===== src/rtl/irar_pkg.sv =====
// Shared constants and control/status types for the integer-ratio resampler.
`default_nettype none

package irar_pkg;

    localparam int SAMPLE_W = 16;
    localparam int CFG_IDX_W = 2;
    localparam int CFG_DATA_W = 5;
    localparam int RATIO_W = 5;

    localparam logic [CFG_IDX_W-1:0] CFG_DIRECTION = 2'd0;
    localparam logic [CFG_IDX_W-1:0] CFG_RATIO = 2'd1;

    localparam logic MODE_UP = 1'b0;
    localparam logic MODE_DOWN = 1'b1;

    // controller -> datapath
    typedef struct packed {
        logic in_ready;
        logic load_pass;
        logic load_rep;
        logic acc;
        logic clear_group;
        logic div_start;
        logic div_step;
        logic load_quot;
        logic emit;
    } t_cmd;

    // datapath -> controller
    typedef struct packed {
        logic pass;
        logic mode_down;
        logic full;
        logic block_end;
        logic div_done;
        logic rep_last;
        logic out_free;
    } t_status;

endpackage

`default_nettype wire


===== src/rtl/irar_ctrl.sv =====
// Sequencing state machine for the resampler: accept, divide, emit.
`default_nettype none

module irar_ctrl
    import irar_pkg::*;
(
    input  wire          i_clk,
    input  wire          i_rst_n,
    input  wire          i_in_valid,
    input  wire t_status i_status,
    output t_cmd         o_cmd
);

    typedef enum logic [2:0] {
        S_IDLE = 3'b001,
        S_DIV  = 3'b010,
        S_EMIT = 3'b100
    } t_state;

    t_state r_state, n_state;

    always_ff @(posedge i_clk) begin
        if (!i_rst_n) begin
            r_state <= S_IDLE;
        end else begin
            r_state <= n_state;
        end
    end

    always_comb begin
        n_state = r_state;
        o_cmd = '0;
        unique case (r_state)
            S_IDLE: begin
                o_cmd.in_ready = 1'b1;
                if (i_in_valid) begin
                    if (i_status.pass) begin
                        o_cmd.load_pass = 1'b1;
                        n_state = S_EMIT;
                    end else if (!i_status.mode_down) begin
                        o_cmd.load_rep = 1'b1;
                        n_state = S_EMIT;
                    end else if (i_status.full) begin
                        o_cmd.div_start = 1'b1;
                        n_state = S_DIV;
                    end else if (i_status.block_end) begin
                        // drop the partial group
                        o_cmd.clear_group = 1'b1;
                    end else begin
                        o_cmd.acc = 1'b1;
                    end
                end
            end
            S_DIV: begin
                if (i_status.div_done) begin
                    o_cmd.load_quot = 1'b1;
                    n_state = S_EMIT;
                end else begin
                    o_cmd.div_step = 1'b1;
                end
            end
            S_EMIT: begin
                if (i_status.out_free) begin
                    o_cmd.emit = 1'b1;
                    if (i_status.rep_last) begin
                        n_state = S_IDLE;
                    end
                end
            end
            default: begin
                n_state = S_IDLE;
            end
        endcase
    end

endmodule

`default_nettype wire


===== src/rtl/irar_dp.sv =====
// Datapath: config registers, group accumulator, serial divider, repeat counter, output register.
`default_nettype none

module irar_dp
    import irar_pkg::*;
#(
    parameter int MAX_RATIO = 16
) (
    input  wire                         i_clk,
    input  wire                         i_rst_n,
    input  wire                         i_cfg_we,
    input  wire        [CFG_IDX_W-1:0]  i_cfg_idx,
    input  wire        [CFG_DATA_W-1:0] i_cfg_data,
    input  wire signed [SAMPLE_W-1:0]   i_sample_in,
    input  wire                         i_block_end,
    input  wire                         i_out_stall,
    input  wire t_cmd                   i_cmd,
    output t_status                     o_status,
    output logic                        o_out_valid,
    output logic signed [SAMPLE_W-1:0]  o_sample_out,
    output logic                        o_run_last
);

    localparam int R_W = $clog2(MAX_RATIO + 1);
    localparam int SUM_W = SAMPLE_W + $clog2(MAX_RATIO) + 1;
    localparam int STEP_W = $clog2(SUM_W + 1);
    localparam int CMP_W = (R_W > RATIO_W) ? R_W : RATIO_W;

    logic               r_mode;
    logic [RATIO_W-1:0] r_ratio;
    logic [SUM_W-1:0]   r_sum;
    logic [R_W-1:0]     r_count;
    logic [SUM_W-1:0]   r_dq;
    logic [R_W-1:0]     r_rem;
    logic               r_neg;
    logic [STEP_W-1:0]  r_step;
    logic [SAMPLE_W-1:0] r_val;
    logic [R_W-1:0]     r_tot;
    logic [R_W-1:0]     r_k;
    logic               r_out_valid;

    logic [R_W-1:0]   r_eff;
    logic [SUM_W-1:0] s_ext;
    logic [SUM_W-1:0] total;
    logic [R_W:0]     cnt_inc;
    logic [R_W:0]     rem_sh;
    logic             ge;
    logic [R_W:0]     rem_dif;
    logic [SUM_W-1:0] quot;
    logic [R_W:0]     k_inc;
    logic             out_free;

    // saturate the ratio to what the group counter can hold
    assign r_eff = (CMP_W'(r_ratio) > CMP_W'(MAX_RATIO)) ? R_W'(MAX_RATIO) : R_W'(r_ratio);
    assign s_ext = {{(SUM_W - SAMPLE_W){i_sample_in[SAMPLE_W-1]}}, i_sample_in};
    assign total = r_sum + s_ext;
    assign cnt_inc = {1'b0, r_count} + {{R_W{1'b0}}, 1'b1};

    assign rem_sh = {r_rem, r_dq[SUM_W-1]};
    assign ge = rem_sh >= {1'b0, r_eff};
    assign rem_dif = rem_sh - {1'b0, r_eff};
    assign quot = r_neg ? (~r_dq + {{(SUM_W-1){1'b0}}, 1'b1}) : r_dq;

    assign k_inc = {1'b0, r_k} + {{R_W{1'b0}}, 1'b1};
    assign out_free = !r_out_valid || !i_out_stall;

    assign o_status.pass = r_eff <= R_W'(1);
    assign o_status.mode_down = (r_mode == MODE_DOWN);
    assign o_status.full = cnt_inc >= {1'b0, r_eff};
    assign o_status.block_end = i_block_end;
    assign o_status.div_done = (r_step == STEP_W'(SUM_W));
    assign o_status.rep_last = (k_inc == {1'b0, r_tot});
    assign o_status.out_free = out_free;

    assign o_out_valid = r_out_valid;

    always_ff @(posedge i_clk) begin
        if (!i_rst_n) begin
            r_mode <= MODE_UP;
            r_ratio <= '0;
            r_sum <= '0;
            r_count <= '0;
            r_out_valid <= 1'b0;
        end else begin
            if (i_cfg_we) begin
                if (i_cfg_idx == CFG_DIRECTION) begin
                    r_mode <= i_cfg_data[0];
                    r_sum <= '0;
                    r_count <= '0;
                end else if (i_cfg_idx == CFG_RATIO) begin
                    r_ratio <= i_cfg_data[RATIO_W-1:0];
                    r_sum <= '0;
                    r_count <= '0;
                end
            end else if (i_cmd.acc) begin
                r_sum <= total;
                r_count <= cnt_inc[R_W-1:0];
            end else if (i_cmd.clear_group || i_cmd.div_start) begin
                r_sum <= '0;
                r_count <= '0;
            end

            if (i_cmd.emit) begin
                r_out_valid <= 1'b1;
            end else if (!i_out_stall) begin
                r_out_valid <= 1'b0;
            end
        end
    end

    always_ff @(posedge i_clk) begin
        if (i_cmd.div_start) begin
            r_neg <= total[SUM_W-1];
            r_dq <= total[SUM_W-1] ? (~total + {{(SUM_W-1){1'b0}}, 1'b1}) : total;
            r_rem <= '0;
            r_step <= '0;
        end else if (i_cmd.div_step) begin
            r_dq <= {r_dq[SUM_W-2:0], ge};
            r_rem <= ge ? rem_dif[R_W-1:0] : rem_sh[R_W-1:0];
            r_step <= r_step + STEP_W'(1);
        end

        if (i_cmd.load_pass) begin
            r_val <= i_sample_in;
            r_tot <= R_W'(1);
            r_k <= '0;
        end else if (i_cmd.load_rep) begin
            r_val <= i_sample_in;
            r_tot <= r_eff;
            r_k <= '0;
        end else if (i_cmd.load_quot) begin
            r_val <= quot[SAMPLE_W-1:0];
            r_tot <= R_W'(1);
            r_k <= '0;
        end else if (i_cmd.emit) begin
            r_k <= k_inc[R_W-1:0];
        end

        if (i_cmd.emit) begin
            o_sample_out <= r_val;
            o_run_last <= (k_inc == {1'b0, r_tot});
        end
    end

endmodule

`default_nettype wire


===== src/rtl/integer_ratio_audio_resampler.sv =====
// Integer-ratio audio resampler: repeat on playback, boxcar average on capture.
// Up mode: each item is accepted, then repeated r times, one repeat per cycle while the
// output is free, r = ratio capped at MAX_RATIO. Pass through (ratio 0 or 1): one out per item.
// Down mode: mid-group items are accumulated back to back; a group-closing item is run
// through the SUM_W-bit, one-bit-per-cycle restoring divider (SUM_W = 16 + clog2(MAX_RATIO) + 1).
// Reset is synchronous: mode up, ratio 0, group cleared, output empty.
`default_nettype none

module integer_ratio_audio_resampler
    import irar_pkg::*;
#(
    parameter int MAX_RATIO = 16
) (
    input  wire                         i_clk,
    input  wire                         i_rst_n,
    input  wire                         i_cfg_we,
    input  wire        [CFG_IDX_W-1:0]  i_cfg_idx,
    input  wire        [CFG_DATA_W-1:0] i_cfg_data,
    input  wire                         i_in_valid,
    output logic                        o_in_stall,
    input  wire signed [SAMPLE_W-1:0]   i_sample_in,
    input  wire                         i_block_end,
    output logic                        o_out_valid,
    input  wire                         i_out_stall,
    output logic signed [SAMPLE_W-1:0]  o_sample_out,
    output logic                        o_run_last
);

    t_cmd    cmd;
    t_status status;

    assign o_in_stall = !cmd.in_ready;

    irar_ctrl u_ctrl (
        .i_clk      (i_clk),
        .i_rst_n    (i_rst_n),
        .i_in_valid (i_in_valid),
        .i_status   (status),
        .o_cmd      (cmd)
    );

    irar_dp #(
        .MAX_RATIO (MAX_RATIO)
    ) u_dp (
        .i_clk        (i_clk),
        .i_rst_n      (i_rst_n),
        .i_cfg_we     (i_cfg_we),
        .i_cfg_idx    (i_cfg_idx),
        .i_cfg_data   (i_cfg_data),
        .i_sample_in  (i_sample_in),
        .i_block_end  (i_block_end),
        .i_out_stall  (i_out_stall),
        .i_cmd        (cmd),
        .o_status     (status),
        .o_out_valid  (o_out_valid),
        .o_sample_out (o_sample_out),
        .o_run_last   (o_run_last)
    );

endmodule

`default_nettype wire

===== config.mk =====
export PLATFORM = sky130hd
export DESIGN_NAME = integer_ratio_audio_resampler
export DESIGN_NICKNAME = d
export VERILOG_FILES = /design/src/rtl/irar_pkg.sv /design/src/rtl/irar_ctrl.sv /design/src/rtl/irar_dp.sv /design/src/rtl/integer_ratio_audio_resampler.sv
export SDC_FILE = /design/constraint.sdc
export NUM_CORES = 1
export LEC_CHECK = 0
export BUFFER_PORTS_ARGS = -buffer_cell sky130_fd_sc_hd__buf_4
export CAP_MARGIN = 5
export CORE_ASPECT_RATIO = 0.6
export CORE_UTILIZATION = 45
export CTS_CLUSTER_DIAMETER = 60
export CTS_CLUSTER_SIZE = 25
export DETAILED_ROUTE_END_ITERATION = 6
export SLEW_MARGIN = 20
export SYNTH_ARGS = -nofsm -noshare
export SYNTH_HDL_FRONTEND = slang
export SYNTH_HIERARCHICAL = 1
export SYNTH_SLANG_ARGS = --single-unit

===== constraint.sdc =====
create_clock -name i_clk -period 3.1 [get_ports i_clk]
set_input_delay 0.31 -clock i_clk [delete_from_list [all_inputs] [get_ports i_clk]]
set_output_delay 0.31 -clock i_clk [all_outputs]
set_load 0.01 [all_outputs]

==> flow_summary_export.csv <==
group,metric,value,unit
outcome,status,"complete, but fails checks",
outcome,violations,"setup timing",
place,dp_cells,1076,
sta,hold_viol,0,
global_routing,grt-busiest-layer,"met1",
logic_synthesis,synth_top_family_by_area,"simple AND/OR/NAND/NOR gates",
critical_path,reg2reg_slack,-80,ps
die,dieWidth,164,µm
sta,finClkSkew,9.72,ps
logic_synthesis,synth_compound_area_share,18.1,%
clock_tree,clkLatencyLatePin,350,ps
hold_path,hp-start,"i_cfg_data[1]",
die,die_area,16200,µm²
sta,fin_crit_sh,102,%
cells_and_area,synthToLayoutAreaGrowth,23.9,%
sta,final.min_clock_period,3180,ps
logic_synthesis,synthMuxAreaShare,1.99,%
critical_path,slowest_stage,"or4_1",
global_routing,grt_pass1_vias,5329,
sta,fmax,0.315,GHz
place,io_buffers,47,
logic_synthesis,synth_cell_type_count,75,
critical_path,crit_path_max_fanout,8,
global_routing,use_met1,37.4,%
critical_path,endpoint_kind,"flip-flop",
hold_path,hold_class,"input pin to flip-flop",
logic_synthesis,syn_inst,766,
logic_synthesis,synth_ff_type,"dfxtp_1",
die,fp.dieH,99.0,µm
critical_path,cp.required,3310,ps
route,wirelength,18400,µm
pwr,p_seq_share,48.2,%
die,num_io_pins,48,
global_routing,grt_pass1_wl,28500,µm
global_routing,antenna_found_initial,0,
route,drtPass1Iterations,5,
sta,worstMarginPinSlew,888,ps
sta,hold_ws,220,ps
route,ant_nets,0,
clock_tree,cts.sinks,111,
pwr,power.leakage,3.52,nW
logic_synthesis,synthSimpleGateAreaFrac,23.4,%
pwr,power.share.clock,30.8,%
clock_tree,cts_buffers,9,
pwr,netSwitchingFraction,29.6,%
die,initial_core_util,46.0,%
critical_path,r2r_start,"u_dp/r_sum[0]",
global_routing,track_usage,22.9,%
cells_and_area,nNetsFinal,960,
critical_path,critPathLaunchType,"flip-flop",
global_routing,grt-ovfl-total,0,
route,vias,6169,
logic_synthesis,ys_seq_area_share,39.3,%
hold_path,min_path_cells,3,
sta,rsz0062_at_grt,"true",
critical_path,reg2regPathDepth,13,
sta,setup_viol,7,
critical_path,critPathArrivalTime,3390,ps
logic_synthesis,syn_avg_cell_area,9.21,µm²
route,routedWlPerCell,16.7,µm
logic_synthesis,synth_xor_area_share,5.71,%
clock_tree,clk_pin_slew,70,ps
logic_synthesis,ys_ff_latch,111,
job,maxCapViolCount,0,
clock_tree,tritoncts,"built",
logic_synthesis,synth_fa_ha_area_share,6.95,%
die,row_count,35,
pwr,internal_power,2.63,mW
global_routing,grt_use_met3,3.75,%
logic_synthesis,synth-async-reset-ratio,0,%
pwr,ir_drop,343,µV
sta,slew_headroom,40.3,%
logic_synthesis,synth_edf_count,55,
critical_path,crit_start,"u_dp/r_sum[0]",
clock_tree,clockBufferDepth,2,
critical_path,path_class,"flip-flop to flip-flop",
cells_and_area,diodes,0,
logic_synthesis,syn_nets,833,
sta,final-max-slew-violation-count,0,
route,drc,0,
cells_and_area,drive_above_1_share,24.3,%
global_routing,grt_use_met2,30.5,%
place,hpwl,14100,µm
cells_and_area,nFillCells,1390,
cells_and_area,finalNonFillerCells,1101,
clock_tree,cts-root-buf,"clkbuf_16",
pwr,p_sw,1.11,mW
critical_path,cp_cell_sequence,"ha_4, inv_2, fa_2, nand2b_4, a21oi_4, o21ai_2, a21oi_2, a221oi_4, o21a_1, or3_4, buf_6, or4_1, nand3_1",
logic_synthesis,yosysWarnings,6,
sta,fin_ws,-75.6,ps
die,core_area,15300,µm²
route,drt_iter0_markers,511,
critical_path,crit_path_max_incr_delay,500,ps
clock_tree,htreeDepth,3,
place,gp_congestion,0.900,
pwr,powerDensity,428,nW/µm²
global_routing,grt_max_degree,37,
route,via_per_inst,5.60,
pwr,comb_power_share,21.0,%
logic_synthesis,synth_area,7050,µm²
-- power groups by stage --
| stage | Sequential (mW) | Clock (mW) | Combinational (mW) |
|---|---|---|---|
| after floorplan | 1.81 | 0 | 0.526 |
| after global placement | 1.83 | 0 | 0.734 |
| after detailed placement | 1.83 | 0 | 0.752 |
| after CTS | 1.80 | 1.19 | 0.763 |
| after global routing | 1.82 | 1.24 | 0.878 |
| final | 1.80 | 1.15 | 0.787 |
-- sequential cells by signal, indices dropped and copies added (netlist names) --
signal	flops
u_ctrl/r_state	3
u_dp/o_sample_out	16
u_dp/r_mode	1
u_dp/r_count	5
u_dp/o_run_last	1
u_dp/r_ratio	5
u_dp/r_dq	21
u_dp/r_step	5
u_dp/r_sum	21
u_dp/r_k	5
u_dp/r_neg	1
u_dp/r_val	16
u_dp/r_tot	5
u_dp/o_out_valid	1
u_dp/r_rem	5
-- critical path, delay by kind of cell (launching register included) --
family,cells,cell delay [ps]
adder cells (fa/ha/maj),2,500
AO/OA/AOI/OAI,5,820
flip-flops,1,350
AND/OR/NAND/NOR,4,1200
buffers and inverters,2,190
-- cells in the mapped netlist, drive strengths merged (6+ instances only) --
| master | count | area share (%) |
|---|---|---|
| nor3 | 15 | 1.2 |
| ha | 36 | 6.4 |
| o21ai | 52 | 3.7 |
| nand2b | 10 | 0.89 |
| nand4 | 12 | 1.1 |
| xnor2 | 18 | 2.2 |
| edfxtp | 55 | 23 |
| dfxtp | 56 | 16 |
| nor2b | 42 | 3.7 |
| o31ai | 10 | 1.1 |
| o21a | 6 | 0.64 |
| buf | 15 | 1.6 |
| nor2 | 64 | 3.5 |
| a21o | 11 | 1.2 |
| nand2 | 70 | 3.7 |
| nor3b | 10 | 1.1 |
| and2 | 11 | 0.99 |
| nor4 | 7 | 0.83 |
| a21oi | 40 | 3.0 |
| nand3b | 7 | 0.74 |
| o211ai | 9 | 1.0 |
| a22oi | 17 | 1.8 |
| and3 | 9 | 0.87 |
| xor2 | 28 | 3.5 |
| inv | 25 | 1.3 |
| or3 | 11 | 0.98 |
| nand3 | 14 | 0.99 |
| a211oi | 7 | 0.74 |
| clkbuf | 22 | 1.6 |
| a31oi | 16 | 1.4 |
| mux2i | 14 | 2.0 |
-- timing repair --
action,CTS,global route
pin swaps,5,22
setup buffers,1,8
hold buffers,0,0
endpoints found under the setup margin,17,37
resized for setup,7,26
-- logic make-up (layout without fill, tap and decap cells) --
kind of cell,Yosys count,in the layout
and+or+nand+nor,304,304
DFF,111,111
AOI/OAI and AO/OA,191,191
xor gates and xnor gates,46,46
adders and majority gates,38,38
buffers and inverters,62,194
muxes,14,14
-- metrics by stage --
step                util (%)  instance area (µm²)  total power, mW  worst slack (ps)  TNS [ps]
global placement        53.7                 8230             2.56              -209     -2220
floorplan                  -                 7080             2.34            -0.625    -0.625
finish                  57.0                 8740             3.74             -75.6      -261
detailed placement      53.7                 8230             2.59              -279     -3110
global route            57.0                 8740             3.94              -171     -2040
CTS                     55.8                 8560             3.75             -41.5     -74.2
-- final timing paths --
kind / to
hold / removal: u_dp/r_ratio[1]
hold reg to reg: u_dp/o_sample_out[5]
setup / recovery: u_dp/r_dq[18]
setup reg to reg: u_dp/r_dq[18]
-- placed cells by master (no fill, tap or decap), types with 6 or more instances in the layout --
cell	instances
or3_1	10
and2_1	10
nand3b_1	7
o31ai_1	9
and3_1	8
a22oi_1	17
mux2i_1	14
xor2_1	28
o21a_1	6
a211oi_1	6
a31oi_1	16
o21ai_0	48
nand4_1	12
ha_1	35
buf_4	147
nand2_1	70
dfxtp_1	55
a21o_1	7
edfxtp_1	55
nor3b_1	8
clkbuf_16	9
nor3_1	13
a21oi_1	37
inv_1	23
nor2_1	62
nor2b_1	40
nand3_1	14
o211ai_1	8
nand2b_1	9
xnor2_1	17
-- per-layer routing --
| metal | up-vias | part of all wire (%) | wire length (µm) |
|---|---|---|---|
| met5 | - | 0 | 0 |
| met4 | 0 | 1.3 | 235 |
| met3 | 19 | 5.7 | 1040 |
| met2 | 185 | 39 | 7110 |
| met1 | 2919 | 54 | 10000 |
| li1 | 3046 | - | - |
-- layout make-up --
type	instances	area, µm²	share of cell area, %
Multi-Input combinational cell	593	4140	47.3
Sequential cell	111	2770	31.7
Timing Repair Buffer	153	1190	13.6
Tap cell	203	254	2.91
Clock buffer	10	229	2.62
Inverter	25	93.8	1.07
Clock inverter	6	62.6	0.716
(Power assumes the default switching activity.)
